===== src/rtl/dkts_pkg.sv =====
// Shared widths, limits and record type of the descending key/tag sorter.
package dkts_pkg;

  localparam int unsigned SCORE_W      = 16;
  localparam int unsigned TAG_W        = 7;
  localparam int unsigned LIMIT_W      = 7;
  localparam int unsigned CAPACITY_DEF = 128;

  localparam logic [LIMIT_W-1:0] LIMIT_RESET = LIMIT_W'(7);
  localparam logic [LIMIT_W-1:0] LIMIT_MIN   = LIMIT_W'(1);
  localparam logic [LIMIT_W-1:0] LIMIT_MAX   = LIMIT_W'(64);

  typedef struct packed {
    logic [SCORE_W-1:0] score;
    logic [TAG_W-1:0]   tag;
  } rec_t;

  localparam int unsigned REC_W = $bits(rec_t);

endpackage


===== src/rtl/dkts_rec_if.sv =====
// Input record channel: valid/ready with score, tag and batch end flag.
interface dkts_rec_if
  import dkts_pkg::*;
();
  logic               valid;
  logic               ready;
  logic [SCORE_W-1:0] record_score;
  logic [TAG_W-1:0]   record_tag;
  logic               is_last;

  modport source (output valid, record_score, record_tag, is_last, input ready);
  modport sink   (input valid, record_score, record_tag, is_last, output ready);
endinterface


===== src/rtl/dkts_res_if.sv =====
// Result channel: valid/ready with ranked score, tag and batch flags.
interface dkts_res_if
  import dkts_pkg::*;
();
  logic               valid;
  logic               ready;
  logic [SCORE_W-1:0] sorted_score;
  logic [TAG_W-1:0]   sorted_tag;
  logic               last_result;
  logic               records_dropped;

  modport source (output valid, sorted_score, sorted_tag, last_result, records_dropped,
                  input ready);
  modport sink   (input valid, sorted_score, sorted_tag, last_result, records_dropped,
                  output ready);
endinterface


===== src/rtl/dkts_ram.sv =====
// Generic simple dual-port RAM, one write port, one read port, registered read.
module dkts_ram #(
  parameter int unsigned WIDTH = 8,
  parameter int unsigned DEPTH = 16
) (
  input  logic                     clk_i,
  input  logic                     we_i,
  input  logic [$clog2(DEPTH)-1:0] waddr_i,
  input  logic [WIDTH-1:0]         wdata_i,
  input  logic [$clog2(DEPTH)-1:0] raddr_i,
  output logic [WIDTH-1:0]         rdata_o
);

  logic [WIDTH-1:0] mem_q [DEPTH];
  logic [WIDTH-1:0] rdata_q;

  always_ff @(posedge clk_i) begin
    if (we_i) begin
      mem_q[waddr_i] <= wdata_i;
    end
    rdata_q <= mem_q[raddr_i];
  end

  assign rdata_o = rdata_q;

endmodule


===== src/rtl/descending_key_tag_sorter.sv =====
// Top level: record store, exchange sort over one RAM, ranked result output.
//
//  channel      dir  handshake                 payload
//  rec_i        in   valid/ready               record_score, record_tag, is_last
//  res_o        out  valid/ready               sorted_score, sorted_tag,
//                                              last_result, records_dropped
//  emit_limit   in   emit_limit_we_i (strobe)  emit_limit_i
//
//  Loading accepts one request per cycle while idle. After the last request, each
//  rank takes one pass: a pass start, then one RAM read per compared entry
//  from that rank to the last record held.
//  Only the emitted ranks are sorted. Input is stalled from the last request
//  until the final result sits in the output register.
//  Reset clears control state only; the RAM holds no reset value.
module descending_key_tag_sorter
  import dkts_pkg::*;
#(
  parameter int unsigned CAPACITY = CAPACITY_DEF
) (
  input  logic               clk_i,
  input  logic               rst_ni,
  dkts_rec_if.sink           rec_i,
  dkts_res_if.source         res_o,
  input  logic               emit_limit_we_i,
  input  logic [LIMIT_W-1:0] emit_limit_i
);

  localparam int unsigned ADDR_W = $clog2(CAPACITY);
  localparam int unsigned CNT_W  = $clog2(CAPACITY + 1);
  localparam int unsigned CMP_W  = (CNT_W > LIMIT_W) ? CNT_W : LIMIT_W;

  typedef enum logic [4:0] {
    ST_IDLE  = 5'b00001,
    ST_START = 5'b00010,
    ST_LOAD  = 5'b00100,
    ST_SCAN  = 5'b01000,
    ST_EMIT  = 5'b10000
  } state_e;

  state_e             state_q, state_d;
  logic [LIMIT_W-1:0] limit_q;
  logic [CNT_W-1:0]   count_q, count_d;
  logic               ovf_q, ovf_d;
  logic [CNT_W-1:0]   n_q, n_d;
  logic [CNT_W-1:0]   nemit_q, nemit_d;
  logic [ADDR_W-1:0]  i_q, i_d;
  logic [ADDR_W-1:0]  j_q, j_d;
  rec_t               cur_q, cur_d;
  logic               out_valid_q, out_valid_d;
  rec_t               out_rec_q, out_rec_d;
  logic               out_last_q, out_last_d;
  logic               out_drop_q, out_drop_d;

  logic               ram_we;
  logic [ADDR_W-1:0]  ram_waddr;
  rec_t               ram_wdata;
  logic [ADDR_W-1:0]  ram_raddr;
  rec_t               ram_rdata;

  logic               rec_acc;
  logic [CNT_W-1:0]   count_inc;
  logic [LIMIT_W-1:0] lim_eff;
  logic [CMP_W-1:0]   cnt_ext;
  logic [CMP_W-1:0]   lim_ext;
  logic [CNT_W-1:0]   i_nxt;
  logic [CNT_W-1:0]   j_nxt;
  logic               rank_last;
  logic               out_load;

  dkts_ram #(
    .WIDTH (REC_W),
    .DEPTH (CAPACITY)
  ) u_ram (
    .clk_i   (clk_i),
    .we_i    (ram_we),
    .waddr_i (ram_waddr),
    .wdata_i (ram_wdata),
    .raddr_i (ram_raddr),
    .rdata_o (ram_rdata)
  );

  assign rec_i.ready = (state_q == ST_IDLE);
  assign rec_acc     = rec_i.valid && rec_i.ready;

  assign count_inc = (count_q < CNT_W'(CAPACITY)) ? count_q + 1'b1 : count_q;

  always_comb begin
    priority if (limit_q == '0) begin
      lim_eff = LIMIT_MIN;
    end else if (limit_q > LIMIT_MAX) begin
      lim_eff = LIMIT_MAX;
    end else begin
      lim_eff = limit_q;
    end
  end

  assign cnt_ext   = CMP_W'(count_inc);
  assign lim_ext   = CMP_W'(lim_eff);
  assign i_nxt     = CNT_W'(i_q) + 1'b1;
  assign j_nxt     = CNT_W'(j_q) + 1'b1;
  assign rank_last = (i_nxt == nemit_q);
  assign out_load  = (state_q == ST_EMIT) && (!out_valid_q || res_o.ready);

  always_comb begin
    state_d     = state_q;
    count_d     = count_q;
    ovf_d       = ovf_q;
    n_d         = n_q;
    nemit_d     = nemit_q;
    i_d         = i_q;
    j_d         = j_q;
    cur_d       = cur_q;
    out_rec_d   = out_rec_q;
    out_last_d  = out_last_q;
    out_drop_d  = out_drop_q;
    out_valid_d = out_valid_q && !res_o.ready;
    ram_we      = 1'b0;
    ram_waddr   = j_q;
    ram_wdata   = cur_q;
    ram_raddr   = i_q;

    unique case (state_q)
      ST_IDLE: begin
        if (rec_acc) begin
          if (count_q < CNT_W'(CAPACITY)) begin
            ram_we    = 1'b1;
            ram_waddr = count_q[ADDR_W-1:0];
            ram_wdata = '{score: rec_i.record_score, tag: rec_i.record_tag};
          end else begin
            ovf_d = 1'b1;
          end
          count_d = count_inc;
          if (rec_i.is_last) begin
            n_d     = count_inc;
            nemit_d = (cnt_ext < lim_ext) ? count_inc : CNT_W'(lim_ext);
            i_d     = '0;
            state_d = ST_START;
          end
        end
      end
      ST_START: begin
        ram_raddr = i_q;
        state_d   = ST_LOAD;
      end
      ST_LOAD: begin
        cur_d     = ram_rdata;
        ram_raddr = i_nxt[ADDR_W-1:0];
        j_d       = i_nxt[ADDR_W-1:0];
        state_d   = (i_nxt < n_q) ? ST_SCAN : ST_EMIT;
      end
      ST_SCAN: begin
        if (ram_rdata.score > cur_q.score) begin
          ram_we    = 1'b1;
          ram_waddr = j_q;
          ram_wdata = cur_q;
          cur_d     = ram_rdata;
        end
        if (j_nxt < n_q) begin
          ram_raddr = j_nxt[ADDR_W-1:0];
          j_d       = j_nxt[ADDR_W-1:0];
        end else begin
          state_d = ST_EMIT;
        end
      end
      ST_EMIT: begin
        if (out_load) begin
          out_valid_d = 1'b1;
          out_rec_d   = cur_q;
          out_last_d  = rank_last;
          out_drop_d  = ovf_q;
          if (rank_last) begin
            count_d = '0;
            ovf_d   = 1'b0;
            state_d = ST_IDLE;
          end else begin
            i_d     = i_nxt[ADDR_W-1:0];
            state_d = ST_START;
          end
        end
      end
      default: begin
        state_d = ST_IDLE;
      end
    endcase
  end

  always_ff @(posedge clk_i or negedge rst_ni) begin
    if (!rst_ni) begin
      state_q     <= ST_IDLE;
      limit_q     <= LIMIT_RESET;
      count_q     <= '0;
      ovf_q       <= 1'b0;
      out_valid_q <= 1'b0;
    end else begin
      state_q     <= state_d;
      count_q     <= count_d;
      ovf_q       <= ovf_d;
      out_valid_q <= out_valid_d;
      if (emit_limit_we_i) begin
        limit_q <= emit_limit_i;
      end
    end
  end

  always_ff @(posedge clk_i) begin
    n_q        <= n_d;
    nemit_q    <= nemit_d;
    i_q        <= i_d;
    j_q        <= j_d;
    cur_q      <= cur_d;
    out_rec_q  <= out_rec_d;
    out_last_q <= out_last_d;
    out_drop_q <= out_drop_d;
  end

  assign res_o.valid           = out_valid_q;
  assign res_o.sorted_score    = out_rec_q.score;
  assign res_o.sorted_tag      = out_rec_q.tag;
  assign res_o.last_result     = out_last_q;
  assign res_o.records_dropped = out_drop_q;

  a_count_bound: assert property (@(posedge clk_i) disable iff (!rst_ni)
    count_q <= CNT_W'(CAPACITY))
    else $error("record count beyond capacity");

  a_emit_range: assert property (@(posedge clk_i) disable iff (!rst_ni)
    (state_q != ST_IDLE) |-> (nemit_q != '0) && (nemit_q <= n_q) && (CNT_W'(i_q) < nemit_q))
    else $error("rank outside emit range");

  a_scan_addr: assert property (@(posedge clk_i) disable iff (!rst_ni)
    (state_q == ST_SCAN) |-> (CNT_W'(j_q) < n_q) && (j_q > i_q))
    else $error("scan address outside pass window");

  a_batch_end: assert property (@(posedge clk_i) disable iff (!rst_ni)
    (out_load && rank_last) |=> (state_q == ST_IDLE) && (count_q == '0) && !ovf_q)
    else $error("batch state not cleared after final rank");

  a_no_input_busy: assert property (@(posedge clk_i) disable iff (!rst_ni)
    (state_q != ST_IDLE) |-> !rec_i.ready)
    else $error("input taken during sort");

endmodule

===== src/flat_wrapper.sv =====
// flat-port wrapper written by rule: the top's interface ports become plain ports
module descending_key_tag_sorter_flat import dkts_pkg::*;
#(
  parameter int unsigned CAPACITY = CAPACITY_DEF
)
  (clk_i, rst_ni, emit_limit_we_i, emit_limit_i, rec_i_valid, rec_i_record_score, rec_i_record_tag, rec_i_is_last, rec_i_ready, res_o_valid, res_o_sorted_score, res_o_sorted_tag, res_o_last_result, res_o_records_dropped, res_o_ready);
  dkts_rec_if rec_i_i ();
  dkts_res_if res_o_i ();
  input  logic clk_i;
  input  logic rst_ni;
  input  logic emit_limit_we_i;
  input  logic [LIMIT_W-1:0] emit_limit_i;
  input wire logic [$bits(rec_i_i.valid)-1:0] rec_i_valid;
  input wire logic [$bits(rec_i_i.record_score)-1:0] rec_i_record_score;
  input wire logic [$bits(rec_i_i.record_tag)-1:0] rec_i_record_tag;
  input wire logic [$bits(rec_i_i.is_last)-1:0] rec_i_is_last;
  output wire logic [$bits(rec_i_i.ready)-1:0] rec_i_ready;
  output wire logic [$bits(res_o_i.valid)-1:0] res_o_valid;
  output wire logic [$bits(res_o_i.sorted_score)-1:0] res_o_sorted_score;
  output wire logic [$bits(res_o_i.sorted_tag)-1:0] res_o_sorted_tag;
  output wire logic [$bits(res_o_i.last_result)-1:0] res_o_last_result;
  output wire logic [$bits(res_o_i.records_dropped)-1:0] res_o_records_dropped;
  input wire logic [$bits(res_o_i.ready)-1:0] res_o_ready;
  assign rec_i_i.valid = rec_i_valid;
  assign rec_i_i.record_score = rec_i_record_score;
  assign rec_i_i.record_tag = rec_i_record_tag;
  assign rec_i_i.is_last = rec_i_is_last;
  assign rec_i_ready = rec_i_i.ready;
  assign res_o_valid = res_o_i.valid;
  assign res_o_sorted_score = res_o_i.sorted_score;
  assign res_o_sorted_tag = res_o_i.sorted_tag;
  assign res_o_last_result = res_o_i.last_result;
  assign res_o_records_dropped = res_o_i.records_dropped;
  assign res_o_i.ready = res_o_ready;
  descending_key_tag_sorter #(.CAPACITY(CAPACITY)) u_core (.clk_i(clk_i), .rst_ni(rst_ni), .rec_i(rec_i_i), .res_o(res_o_i), .emit_limit_we_i(emit_limit_we_i), .emit_limit_i(emit_limit_i));
endmodule

===== config.mk =====
export PLATFORM = sky130hd
export DESIGN_NAME = descending_key_tag_sorter_flat
export DESIGN_NICKNAME = d
export VERILOG_FILES = /design/src/rtl/dkts_pkg.sv /design/src/rtl/dkts_rec_if.sv /design/src/rtl/dkts_res_if.sv /design/src/rtl/dkts_ram.sv /design/src/rtl/descending_key_tag_sorter.sv /design/src/flat_wrapper.sv
export SDC_FILE = /design/constraint.sdc
export NUM_CORES = 2
export LEC_CHECK = 0
export BUFFER_PORTS_ARGS = -buffer_cell sky130_fd_sc_hd__buf_2
export CAP_MARGIN = 30
export CORE_UTILIZATION = 35
export CTS_BUF_LIST = sky130_fd_sc_hd__clkbuf_16
export DETAILED_ROUTE_END_ITERATION = 8
export PLACE_DENSITY = 0.46
export SLEW_MARGIN = 30
export SYNTH_ARGS = -nofsm -noshare
export SYNTH_HDL_FRONTEND = slang
export SYNTH_SLANG_ARGS = --single-unit

===== constraint.sdc =====
create_clock -name clk_i -period 10.5 [get_ports clk_i]
set_input_delay 0 -clock clk_i [delete_from_list [all_inputs] [get_ports clk_i]]
set_output_delay 0 -clock clk_i [all_outputs]
set_load 0.05 [all_outputs]

==> flow_summary.toml <==
[synthesis]
synth_area_um2 = 120000
yosys_most_used_dff = "sky130_fd_sc_hd__edfxtp_1"
post_synth_num_cell_types = 77
post-synth-top-area-fraction = 0.756
ys_ff_latch = 3067
synth_warnings = 0
synth_sequential_area_ratio = 0.764
post_synthesis_area_per_instance_um2 = 16.1
netlist_instances = 7459
synth.net_count = 7534
synthTopCellsByArea = "sky130_fd_sc_hd__edfxtp_1 (76%), sky130_fd_sc_hd__mux4_2 (3.8%), sky130_fd_sc_hd__nand2_1 (3.6%)"
number_of_enable_flip_flop_cells_after_synthesis = 3022
synth_async_sr_flop_share = 0.00717
post-synth-top-area-cell = "sky130_fd_sc_hd__edfxtp_1"

[worst_setup_path]
startpoint_to_endpoint_class_of_the_critical_path = "flip-flop to flip-flop"
timing.critical_path.cells = "ha_1 -> xor2_1 -> ha_1 -> a211o_1 -> a31oi_4 -> o311ai_4 -> mux2i_4 -> buf_4 -> nand2_8 -> buf_4 -> buf_4 -> mux4_2 -> o221ai_1 -> nand2_1 -> a21oi_1 -> nor3_1"
crit_required_ns = 11.26
timing.critical_path.buf_inv = 3
top_delay_family_on_crit_path = "compound AO/OA/AOI/OAI gates"
cp_data_arrival_time_ns = 8.10
crit_path_max_fanout = 66
worst_setup_start_kind = "flip-flop"
critical_path.most_common_cell = "sky130_fd_sc_hd__buf_4"
cp_slowest_cell = "sky130_fd_sc_hd__a21oi_1"
critical-path-max-stage-delay_ns = 0.80
reg_to_reg_slack_setup_ns = 3.17
crit_path_end_kind = "flip-flop"

[layout]
multiInputGateArea_um2 = 27100
flow.area_growth_from_synthesis_pct = 15.6
drive_above_1_share = 0.155
fillCellCount = 30900
layout.nets = 7817
sequential_cell_area_um2 = 91800

[sta]
final.period_utilization = 0.698
skew_ns = 0.0545
final-max-slew-violation-count = 0
slew-limit-headroom = 0.258
setup_tns_ns = 0
final-hold-violation-count = 0
rsz0062_at_grt = "no"
worst_hold_slack_ns = 0.0119
worst_pin_slew_ns = 1.10
final_setup_violating_endpoints = 0
timing.final.crit_period_ns = 7.33
fmax_mhz = 136

[pwr]
totalPowerFinal_mw = 31.2
power_leakage_nw = 45.4
ir_drop_mv = 0.138
power.density_cell_area_nw_per_um2 = 224

[global_route]
antenna_found_initial = 31
global_route_wire_length_before_repair_um = 552000
grt.busiest_layer = "met2"
met2_usage = 0.373
grt_max_degree = 138
grt_usage = 0.227
groute.layer.met3.usage = 0.0302
first_global_vias = 67200
grt_util_met1 = 0.306
globalRoute.totalOverflow = 0

[routing]
final_antenna_net_count = 0
starting_drc_count_in_detailed_routing = 7596
detail_route.wl_per_cell_um = 31.9
drc = 0
vias_per_cell = 5.52
detail_route.wirelength_um = 400000
drt_pass1_iterations = 6
detailroute.via_count = 69300

[placement]
detailed_place_hpwl_um = 230000
place.port_buffers = 62
gp_congestion = 0.826

[die]
die_height_um = 588
overall_die_area_um2 = 345000
initial_core_util = 0.352
num_io_pins = 63
num_rows = 214
core_area_um2 = 341000
die_width_um = 588

[clock_network]
cts.root.buffer_cell = "sky130_fd_sc_hd__clkbuf_16"
cts.sinks = 3067
clock_latency_ns = 0.94
cts-htree-levels = 5
clk_transition_reported_paths_ns = 0.06
cts_buffers = 340
max-clock-path-buffers = 4
post_cts_resized = 0
tritoncts = "done"

[min_path]
hold_path_class = "input pin to flip-flop"

[status]
run_status = "finished, final reports clean"

[job]
maxCapViolCount = 0
Yosys cell counts, drive strengths merged (47+ instances only):
| library cell | n |
|---|---|
| mux4 | 201 |
| nand2 | 1146 |
| o211ai | 174 |
| or3 | 87 |
| a211oi | 75 |
| clkbuf | 191 |
| nor2 | 261 |
| a21oi | 358 |
| o31ai | 47 |
| a22oi | 111 |
| nand3 | 254 |
| edfxtp | 3022 |
| nor3 | 155 |
| mux2i | 406 |
| o221ai | 64 |
| o21ai | 109 |
| buf | 272 |
worst register-to-register path: stages, from the launching register on:
cell                       delay (ns)
sky130_fd_sc_hd__edfxtp_1        0.55
sky130_fd_sc_hd__ha_1            0.31
sky130_fd_sc_hd__xor2_1          0.47
sky130_fd_sc_hd__ha_1            0.38
sky130_fd_sc_hd__a211o_1         0.30
sky130_fd_sc_hd__a31oi_4         0.21
sky130_fd_sc_hd__o311ai_4        0.18
sky130_fd_sc_hd__mux2i_4         0.25
sky130_fd_sc_hd__buf_4           0.28
sky130_fd_sc_hd__nand2_8         0.51
sky130_fd_sc_hd__buf_4           0.87
sky130_fd_sc_hd__buf_4           0.76
sky130_fd_sc_hd__mux4_2          0.56
sky130_fd_sc_hd__o221ai_1        0.51
sky130_fd_sc_hd__nand2_1         0.11
sky130_fd_sc_hd__a21oi_1         0.80
sky130_fd_sc_hd__nor3_1          0.10
layout make-up:
class	instances	area share
timing repair buffer	404	0.0244
clock buffer	348	0.0627
antenna	9	0.000162
multi-input combinational	3887	0.195
sequential	3067	0.661
clock inverter	259	0.0145
inverter	42	0.00114
tap	4536	0.0409
stage by stage:
stage	cells	area (um2)	worst slack (ns)	utilization
6_report	12600	139000	3.17	0.408
5_1_grt	12500	139000	2.98	0.408
4_1_cts	12500	139000	3.11	0.407
3_5_place_dp	11900	127000	3.15	0.374
3_3_place_gp	11900	127000	2.75	0.374
2_1_floorplan	7459	120000	2.83	-
placed cells by master (no fill, tap or decap), types with 87 or more instances in the layout:
cell / instances
sky130_fd_sc_hd__inv_1: 112
sky130_fd_sc_hd__clkinv_1: 92
sky130_fd_sc_hd__o211ai_1: 174
sky130_fd_sc_hd__buf_4: 254
sky130_fd_sc_hd__or3_1: 87
sky130_fd_sc_hd__a22oi_1: 110
sky130_fd_sc_hd__nor2_1: 123
sky130_fd_sc_hd__edfxtp_1: 3022
sky130_fd_sc_hd__mux2i_1: 405
sky130_fd_sc_hd__clkbuf_16: 348
sky130_fd_sc_hd__mux4_2: 201
sky130_fd_sc_hd__nor3_1: 141
sky130_fd_sc_hd__nand3_1: 252
sky130_fd_sc_hd__nor2_2: 111
sky130_fd_sc_hd__a21oi_1: 352
sky130_fd_sc_hd__nand2_1: 1134
final timing paths:
check / cells past startpoint / start / end
max: 16 / u_core.j_q[0] / u_core.u_ram.rdata_o[18]
min reg2reg: 0 / u_core.u_ram.rdata_o[2] / u_core.cur_q[2]
max reg2reg: 16 / u_core.j_q[0] / u_core.u_ram.rdata_o[18]
max in group asynchronous: 4 / rst_ni / u_core.state_q[1]
min: 3 / rec_i_record_tag[4] / u_core.u_ram.mem_q[124][4]
min in group asynchronous: 4 / rst_ni / u_core.limit_q[5]
report_power, final:
group / internal, mW / total (mW) / switching, mW
sequential: 14.5 / 14.7 / 0.170
clock: 6.68 / 11.6 / 4.92
combinational: 1.11 / 4.84 / 3.73
total: 22.3 / 31.2 / 8.82
timing repair:
item,in CTS,in global routing
buffers inserted,0,0
hold buffers,49,4
endpoints found under the setup margin,0,0
hold endpoints to repair,805,132
state kept, by name, indices dropped and copies added, names as in the netlist, 8 cells and up:
name,cells
u_core.u_ram.mem_q,2944
u_core.cur_q,23
u_core.u_ram.rdata_o,23
u_core.res_o.sorted_score,16
u_core.count_q,8
u_core.n_q,8
u_core.nemit_q,8
logic make-up (layout without fill, tap and decap cells):
kind of cell / Yosys count / in the layout / synth area share
fa+ha+maj: 39 / 39 / 0.00406
buf+inv: 505 / 1053 / 0.0188
compound gates: 1177 / 1177 / 0.0658
xor+xnor: 23 / 23 / 0.00168
mux: 616 / 616 / 0.0724
simple gates: 2031 / 2031 / 0.0728
flops: 3067 / 3067 / 0.764
other cells: 1 / 10 / 0.0000312
per-layer routing:
| layer | wire length, um | part of all wire |
|---|---|---|
| met5 | 62 | 0.00015 |
| met2 | 192000 | 0.48 |
| met1 | 167000 | 0.42 |
| met3 | 24500 | 0.061 |
| met4 | 16600 | 0.042 |
Power figures use the tool's default switching activity.
